`config.mk`:
```
export PLATFORM = sky130hd
export DESIGN_NAME = zeckendorf_encoder_top
export DESIGN_NICKNAME = d
export VERILOG_FILES = /design/src/rtl/zeck_pkg.sv /design/src/rtl/zeck_core.sv /design/src/rtl/zeckendorf_encoder_top.sv
export VERILOG_INCLUDE_DIRS = /design/src /design/src/rtl
export SDC_FILE = /design/constraint.sdc
export NUM_CORES = 1
export LEC_CHECK = 0
export ABC_AREA = 1
export BUFFER_PORTS_ARGS = -buffer_cell sky130_fd_sc_hd__buf_2
export CORE_MARGIN = 5
export CORE_UTILIZATION = 40
export CTS_CLUSTER_DIAMETER = 60
export DETAILED_ROUTE_END_ITERATION = 10
export SLEW_MARGIN = 5
export SYNTH_ARGS = -nofsm -noshare
export SYNTH_HDL_FRONTEND = slang
export SYNTH_SLANG_ARGS = --single-unit
```
`constraint.sdc`:
```
create_clock -name clk_i -period 15.3 [get_ports clk_i]
set_clock_uncertainty 0.1 [all_clocks]
set_input_delay 3.825 -clock clk_i [delete_from_list [all_inputs] [get_ports clk_i]]
set_output_delay 3.825 -clock clk_i [all_outputs]
set_load 0.02 [all_outputs]
```
`src/rtl/zeckendorf_encoder_top_macros.svh`:
```
// assertion macros for the zeckendorf encoder
`ifndef ZECKENDORF_ENCODER_TOP_MACROS_SVH
`define ZECKENDORF_ENCODER_TOP_MACROS_SVH

`ifndef ASSERT_OFF
// same-cycle implication, clocked on clk_i, off during reset
`define ZECK_ASSERT_NOW(lbl, ante, cons) \
  lbl: assert property (@(posedge clk_i) disable iff (!rst_ni) (ante) |-> (cons)) \
    else $error("zeck assertion failed");
// next-cycle implication, clocked on clk_i, off during reset
`define ZECK_ASSERT_NEXT(lbl, ante, cons) \
  lbl: assert property (@(posedge clk_i) disable iff (!rst_ni) (ante) |=> (cons)) \
    else $error("zeck assertion failed");
`else
`define ZECK_ASSERT_NOW(lbl, ante, cons)
`define ZECK_ASSERT_NEXT(lbl, ante, cons)
`endif

`endif

```
`src/rtl/zeck_pkg.sv`:
```
`default_nettype none

package zeck_pkg;

  // width of the digit count field
  localparam int COUNT_W = 6;

  // control from the sequencer to the descent datapath
  typedef struct packed {
    logic load;
    logic step;
  } zeck_ctrl_t;

  // fibonacci number F(n), F(1) = F(2) = 1, evaluated at elaboration
  function automatic logic [63:0] fib(input int n);
    logic [63:0] a;
    logic [63:0] b;
    logic [63:0] t;
    a = 64'd0;
    b = 64'd1;
    for (int i = 0; i < n; i++) begin
      t = a + b;
      a = b;
      b = t;
    end
    return a;
  endfunction

endpackage

`default_nettype wire

```
`src/rtl/zeck_core.sv`:
```
`default_nettype none

module zeck_core #(
  parameter int MAX_DIGITS = 39,
  parameter int K_WIDTH    = 27
) (
  input  wire logic                      clk_i,
  input  wire logic                      rst_ni,
  input  wire zeck_pkg::zeck_ctrl_t      ctrl_i,
  input  wire logic [K_WIDTH-1:0]        k_value_i,
  output logic                           last_o,
  output logic [MAX_DIGITS-1:0]          digits_o,
  output logic [zeck_pkg::COUNT_W-1:0]   count_o,
  output logic                           bad_o
);
  import zeck_pkg::*;

  // weight of the top position and its neighbor below
  localparam logic [63:0] TOP_W64  = fib(MAX_DIGITS + 1);
  localparam logic [63:0] NEXT_W64 = fib(MAX_DIGITS);
  localparam int WW = $clog2(TOP_W64 + 64'd1);
  localparam int CW = (WW > K_WIDTH) ? WW : K_WIDTH;
  localparam int JW = $clog2(MAX_DIGITS);
  localparam logic [WW-1:0] TOP_W  = TOP_W64[WW-1:0];
  localparam logic [WW-1:0] NEXT_W = NEXT_W64[WW-1:0];

  logic [K_WIDTH-1:0]    rem_q, rem_d, rem_next;
  logic [WW-1:0]         fa_q, fa_d, fb_q, fb_d;
  logic [MAX_DIGITS-1:0] dig_q, dig_d;
  logic [COUNT_W-1:0]    cnt_q, cnt_d;
  logic [JW-1:0]         j_q, j_d;
  logic                  zero_q, zero_d;
  logic [CW-1:0]         rem_ext, fa_ext;
  logic                  take;

  // compare-subtract of the current weight against the remainder
  assign rem_ext  = CW'(rem_q);
  assign fa_ext   = CW'(fa_q);
  assign take     = rem_ext >= fa_ext;
  assign rem_next = take ? K_WIDTH'(rem_ext - fa_ext) : rem_q;

  // next values: load a new transaction or descend one position
  always_comb begin
    rem_d  = rem_q;
    fa_d   = fa_q;
    fb_d   = fb_q;
    dig_d  = dig_q;
    cnt_d  = cnt_q;
    j_d    = j_q;
    zero_d = zero_q;
    if (ctrl_i.load) begin
      rem_d  = k_value_i;
      fa_d   = TOP_W;
      fb_d   = NEXT_W;
      dig_d  = '0;
      cnt_d  = '0;
      j_d    = JW'(MAX_DIGITS - 1);
      zero_d = (k_value_i == '0);
    end else if (ctrl_i.step) begin
      rem_d = rem_next;
      fa_d  = fb_q;
      fb_d  = fa_q - fb_q;
      dig_d = {dig_q[MAX_DIGITS-2:0], take};
      if (cnt_q == '0 && take) begin
        cnt_d = COUNT_W'(j_q) + COUNT_W'(1);
      end
      j_d = j_q - JW'(1);
    end
  end

  // position counter
  always_ff @(posedge clk_i or negedge rst_ni) begin
    if (!rst_ni) begin
      j_q <= '0;
    end else begin
      j_q <= j_d;
    end
  end

  // datapath registers
  always_ff @(posedge clk_i) begin
    rem_q  <= rem_d;
    fa_q   <= fa_d;
    fb_q   <= fb_d;
    dig_q  <= dig_d;
    cnt_q  <= cnt_d;
    zero_q <= zero_d;
  end

  // result as it stands after the current step
  assign last_o   = (j_q == '0);
  assign digits_o = dig_d;
  assign count_o  = cnt_d;
  assign bad_o    = zero_q || (rem_next != '0);

endmodule

`default_nettype wire

```
`src/rtl/zeckendorf_encoder_top.sv`:
```
// channel   direction  handshake            payload
// command   in         start, busy          k_value_i
// result    out        done_o (one cycle)   digits_o, digit_count_o, bad_input_o
//
// a transaction is taken when start is high and busy is low
// the descent visits one fibonacci position per cycle on one compare-subtract unit
// busy drops in the strobe cycle, so a new transaction can be taken then
// the receiver cannot stall, results are shown once
// reset clears the sequencer, the strobe and j_q; other datapath registers are not reset
`default_nettype none

`include "zeckendorf_encoder_top_macros.svh"

module zeckendorf_encoder_top #(
  parameter int MAX_DIGITS = 39,
  parameter int K_WIDTH    = 27
) (
  input  wire logic                      clk_i,
  input  wire logic                      rst_ni,
  input  wire logic                      start,
  output logic                           busy,
  input  wire logic [K_WIDTH-1:0]        k_value_i,
  output logic                           done_o,
  output logic [MAX_DIGITS-1:0]          digits_o,
  output logic [zeck_pkg::COUNT_W-1:0]   digit_count_o,
  output logic                           bad_input_o
);
  import zeck_pkg::*;

  zeck_ctrl_t            ctrl;
  logic                  running_q, running_d;
  logic                  done_q, done_d;
  logic                  last;
  logic [MAX_DIGITS-1:0] core_digits;
  logic [COUNT_W-1:0]    core_count;
  logic                  core_bad;
  logic [MAX_DIGITS-1:0] digits_q;
  logic [COUNT_W-1:0]    count_q;
  logic                  bad_q;
  logic                  finish;

  // sequencer control
  assign ctrl.load = start && !running_q;
  assign ctrl.step = running_q;
  assign finish    = running_q && last;

  always_comb begin
    running_d = running_q;
    if (ctrl.load) begin
      running_d = 1'b1;
    end else if (finish) begin
      running_d = 1'b0;
    end
    done_d = finish;
  end

  always_ff @(posedge clk_i or negedge rst_ni) begin
    if (!rst_ni) begin
      running_q <= 1'b0;
      done_q    <= 1'b0;
    end else begin
      running_q <= running_d;
      done_q    <= done_d;
    end
  end

  // greedy descent datapath
  zeck_core #(
    .MAX_DIGITS (MAX_DIGITS),
    .K_WIDTH    (K_WIDTH)
  ) u_core (
    .clk_i     (clk_i),
    .rst_ni    (rst_ni),
    .ctrl_i    (ctrl),
    .k_value_i (k_value_i),
    .last_o    (last),
    .digits_o  (core_digits),
    .count_o   (core_count),
    .bad_o     (core_bad)
  );

  // result registers, cleared fields on a bad input
  always_ff @(posedge clk_i) begin
    if (finish) begin
      digits_q <= core_bad ? '0 : core_digits;
      count_q  <= core_bad ? '0 : core_count;
      bad_q    <= core_bad;
    end
  end

  assign busy          = running_q;
  assign done_o        = done_q;
  assign digits_o      = digits_q;
  assign digit_count_o = count_q;
  assign bad_input_o   = bad_q;

  // checks
  `ZECK_ASSERT_NEXT(a_accept_busy, start && !busy, busy)
  `ZECK_ASSERT_NOW(a_done_idle, done_o, !busy)
  `ZECK_ASSERT_NOW(a_bad_clear, done_o && bad_input_o, digits_o == '0 && digit_count_o == '0)
  `ZECK_ASSERT_NOW(a_no_adjacent, done_o, (digits_o & (digits_o >> 1)) == '0)

endmodule

`default_nettype wire
```
==> results list <==
- After detailed routing, the number of remaining DRC violations is 0.
* Via count of the first global-routing pass: 8534
* Maximum buffer depth of the clock tree: 2
- Along the worst path, the maximum fanout reaches 42.
- Largest stage delay on the critical path: between 0.7 and 0.8 ns
* Max-slew headroom: 0.395
- Starting DRT DRC Count: 555
- For the worst setup path, the data arrival time is 5.68 ns.
- Cell area after synthesis: 10600 um^2
- Count of instances resized after the clock tree is built: 0
* Register-to-Register Setup Slack: 10.84 ns
- By area the synthesized netlist is led by sky130_fd_sc_hd__edfxtp_1 (21%), sky130_fd_sc_hd__dfxtp_1 (19%), sky130_fd_sc_hd__nand2_1 (15%).
- In the post-route analysis, the smallest setup slack over all paths is 9.68 ns.
- Dividing the detail-routed via count by the number of cells gives 4.86.
- Length of routed wiring on met1: ~13 mm
- Hold repair after CTS inserted 0 buffers.
- During I/O placement, the number of pins put on the boundary was 78.
- Signal routing reaches up to met4.
- Setup repair after global routing left no endpoint under its margin.
- Dividing the synthesized area by the synthesized cell count gives 7.31 um^2.
- Counting I/O delays and the setup requirement, the final critical path takes 5.62 ns.
- # clock sinks: 181
* Cells along the critical path: buf_2, inv_1, nor2_2, buf_4, clkinv_1, o21ai_0, nor2_2
- Last element of the critical path: digit_count_o[2]$_SDFFCE_PP0P_
* Post-Layout Inst Area: 11900 um^2
* Number of nets in the final layout: 1602
- The endpoint identified for the worst register-to-register timing path is bad_input_o$_DFFE_PP_.
- Post-CTS Repair Setup Buffers: 0
- Cell count after synthesis: 1449
* Area of the die: 29800 um^2
* Most numerous cell on the critical path: sky130_fd_sc_hd__nor2_2
- Number of failing hold endpoints at the final stage: 0
- Routed wl met3: around 930 um
- The startpoint identified for the worst register-to-register timing path is u_core.rem_ext[16]$_DFFE_PP_.
- Post-synthesis sequential area ratio: 0.416
- At the placement stage, the worst setup path has a slack of around 9 ns.
- The first detailed-routing pass took 5 iterations.
* Core occupancy in the finished layout: 0.456
- In this run, CTS created clock tree buffers numbering 17.
- Once detailed placement completed, the half-perimeter wirelength came to 18.7 mm.
- Grouping stages by cell kind, the critical path spends the most delay in buffers and inverters.
* Via count: 9049
- By instance count, the leading cell after synthesis is sky130_fd_sc_hd__nand2_1.
- Startpoint of the most critical setup path: start
- Slowest stage cell, crit path: sky130_fd_sc_hd__clkinv_1
- Asr flop ratio synth: 0.0442
- Combined buffer and inverter count along the critical path: 4
- The count of buffers added on input and output ports is 77.
* Die width: 173 um
- Area post-placement: about 11000 um^2
- Distinct cells, synth: 43
- In this run the core area contains 59 standard-cell rows.
* Synth-to-layout area growth: 12.1%
- For the final routed database, the setup TNS stands at 0 ns.
- Total inserted antenna cells: 0
* Largest net degree at the start of global routing: 78
* Post-Syn Nets: between 1.5k and 2k
- Layout cells sized above 1: 0.115
* Clock root cell: sky130_fd_sc_hd__clkbuf_16
- For the pin with the worst max-slew slack, the measured transition is about 0.9 ns.
* H-tree depth: 4
- The worst setup path is captured at a flop.
- WL final: roughly 26 mm
- Leading register cell type out of synthesis: sky130_fd_sc_hd__dfxtp_1
- The final count of pins violating max slew was 0.
- For the worst setup path, the data required time is around 15 ns.
* Worst setup path class: input port to flop
- After clock tree synthesis, the clock-pin slew on the worst setup and hold paths is ~0.070 ns.
- Final setup vio count: 0
- Share of the synthesized area in the top cell type: 0.210
* Remaining global-route overflow: 0
- Post-detailed-route count of antenna-violating nets: 0
- In this run the number of cells on the critical path is 7.
- Startpoint types: input port
- Share of the clock period used by the worst path: 0.367
- TritonCTS built the clock tree.
- The total area inside the core boundary comes to 26100 um^2.
- Wire segments on met2 add up to 11.4 mm in the final route.
- Yosys Warn Count: 0
- Routability congestion estimate: 0.901
- The first global-routing pass estimated 42.1 mm of wire.
- In this run the vertical extent of the chip is 173 um.
* Number of max-capacitance violations reported: 0
* Class of the tightest hold or removal check: flop to flop
* Global-route total usage across every layer: 0.169
* #FFs+latches synth: 181
- The run finished with clean final reports.
- In this run, synthesis inferred 74 flip-flops with an integrated enable.
* Initial Util: 0.406
- The later pin in the worst-skew pair is clocked with a latency of roughly 0.44 ns.
- Avg WL per Cell: 13.7 um
- Most common library cells after synthesis: sky130_fd_sc_hd__nand2_1 (435), sky130_fd_sc_hd__inv_1 (264), sky130_fd_sc_hd__dfxtp_1 (99), sky130_fd_sc_hd__nor2_1 (95), sky130_fd_sc_hd__edfxtp_1 (74)
- Number of antenna violations at the first check in global routing: 0
* Cells on worst reg2reg path: 14
- The synthesized design spends more area on one cell type than any other, namely sky130_fd_sc_hd__edfxtp_1.
- Achievable Freq: 0.178 GHz
-- worst reg2reg max path, stage by stage, from the launching register on --
cell,delay [ns]
sky130_fd_sc_hd__edfxtp_1,0.46
sky130_fd_sc_hd__ha_1,0.41
sky130_fd_sc_hd__nand2_1,0.14
sky130_fd_sc_hd__nor2_2,0.19
sky130_fd_sc_hd__nand2_1,0.14
sky130_fd_sc_hd__nor3_2,0.19
sky130_fd_sc_hd__nand2_2,0.27
sky130_fd_sc_hd__nand3_4,0.44
sky130_fd_sc_hd__inv_1,0.24
sky130_fd_sc_hd__nand2_1,0.10
sky130_fd_sc_hd__nand2_1,0.07
sky130_fd_sc_hd__nor2_1,0.22
sky130_fd_sc_hd__nand3_1,0.10
sky130_fd_sc_hd__nor2_1,0.21
sky130_fd_sc_hd__nand3_4,0.62
-- worst min-delay path by stage --
stage | startpoint | endpoint | slack [ns] | depth (start not counted)
6_report | u_core.dig_q[38]$_DFF_P_ | u_core.dig_q[38]$_DFF_P_ | 0.34 | 2
5_1_grt | u_core.dig_q[38]$_DFF_P_ | u_core.dig_q[38]$_DFF_P_ | 0.38 | 2
4_1_cts | u_core.dig_q[38]$_DFF_P_ | u_core.dig_q[38]$_DFF_P_ | 0.35 | 2
3_5_place_dp | u_core.dig_q[38]$_DFF_P_ | u_core.dig_q[38]$_DFF_P_ | 0.33 | 2
3_3_place_gp | u_core.dig_q[38]$_DFF_P_ | u_core.dig_q[38]$_DFF_P_ | 0.33 | 2
2_1_floorplan | u_core.dig_q[38]$_DFF_P_ | u_core.dig_q[38]$_DFF_P_ | 0.32 | 2
-- cells in the final DEF, fill, tap and decap left out, drive strengths merged, types with 2 or more instances in the layout --
cell type / instances
o22ai: 22
edfxtp: 74
nor2: 137
o211ai: 2
o21ai: 68
dfxtp: 99
buf: 82
a22oi: 16
a211oi: 3
dfrtp: 8
clkbuf: 18
a21oi: 53
nand4: 26
inv: 270
nand3b: 6
a31oi: 12
xnor2: 10
nor4: 9
or2: 7
a21o: 7
clkinvlp: 3
nand3: 59
ha: 56
xor2: 9
o21bai: 6
fa: 2
o31ai: 2
nor3: 9
clkinv: 7
nand2: 438
-- metrics by stage --
step	hold slack, ns	std cells
finish	0.344	1862
global route	0.381	1862
CTS	0.349	1862
detailed placement	0.334	1830
global placement	0.325	1830
floorplan	0.316	1449
-- layer usage --
metal / vias to the layer above / track usage
met1: 4121 / 0.245
met5: - / 0
met4: 0 / 0.0396
li1: 4771 / -
met3: 19 / 0.0238
met2: 138 / 0.267
-- logic make-up (layout without fill, tap and decap cells) --
group                      after synthesis  count (layout)  share of synthesized area
adders and majority gates               58              58                     0.0699
xor gates and xnor gates                19              19                     0.0157
DFF                                    181             181                      0.416
AOI/OAI and AO/OA                      194             194                      0.106
buffers and inverters                  303             381                      0.112
and+or+nand+nor                        694             694                      0.281
-- state kept, by name, summed over array words and instances, names as in the netlist --
| signal | flops |
|---|---|
| digits_o | 39 |
| u_core.rem_ext | 27 |
| bad_input_o | 1 |
| u_core.dig_q | 39 |
| u_core.zero_q | 1 |
| done_o | 1 |
| u_core.j_q | 6 |
| busy | 1 |
| u_core.fb_q | 27 |
| digit_count_o | 6 |
| u_core.cnt_q | 6 |
| u_core.fa_ext | 27 |
-- area by class of cell --
class	instances	area (um^2)
fill	2626	14200
clock buffer	18	429
timing repair buffer	82	423
tap	335	419
multi-input combinational	965	5020
inverter	267	1000
sequential	181	4410
clock inverter	14	169
Power is left out: the tool's default activity adds up to more than one toggle a clock period on the data nets, which glitch-free logic cannot reach.
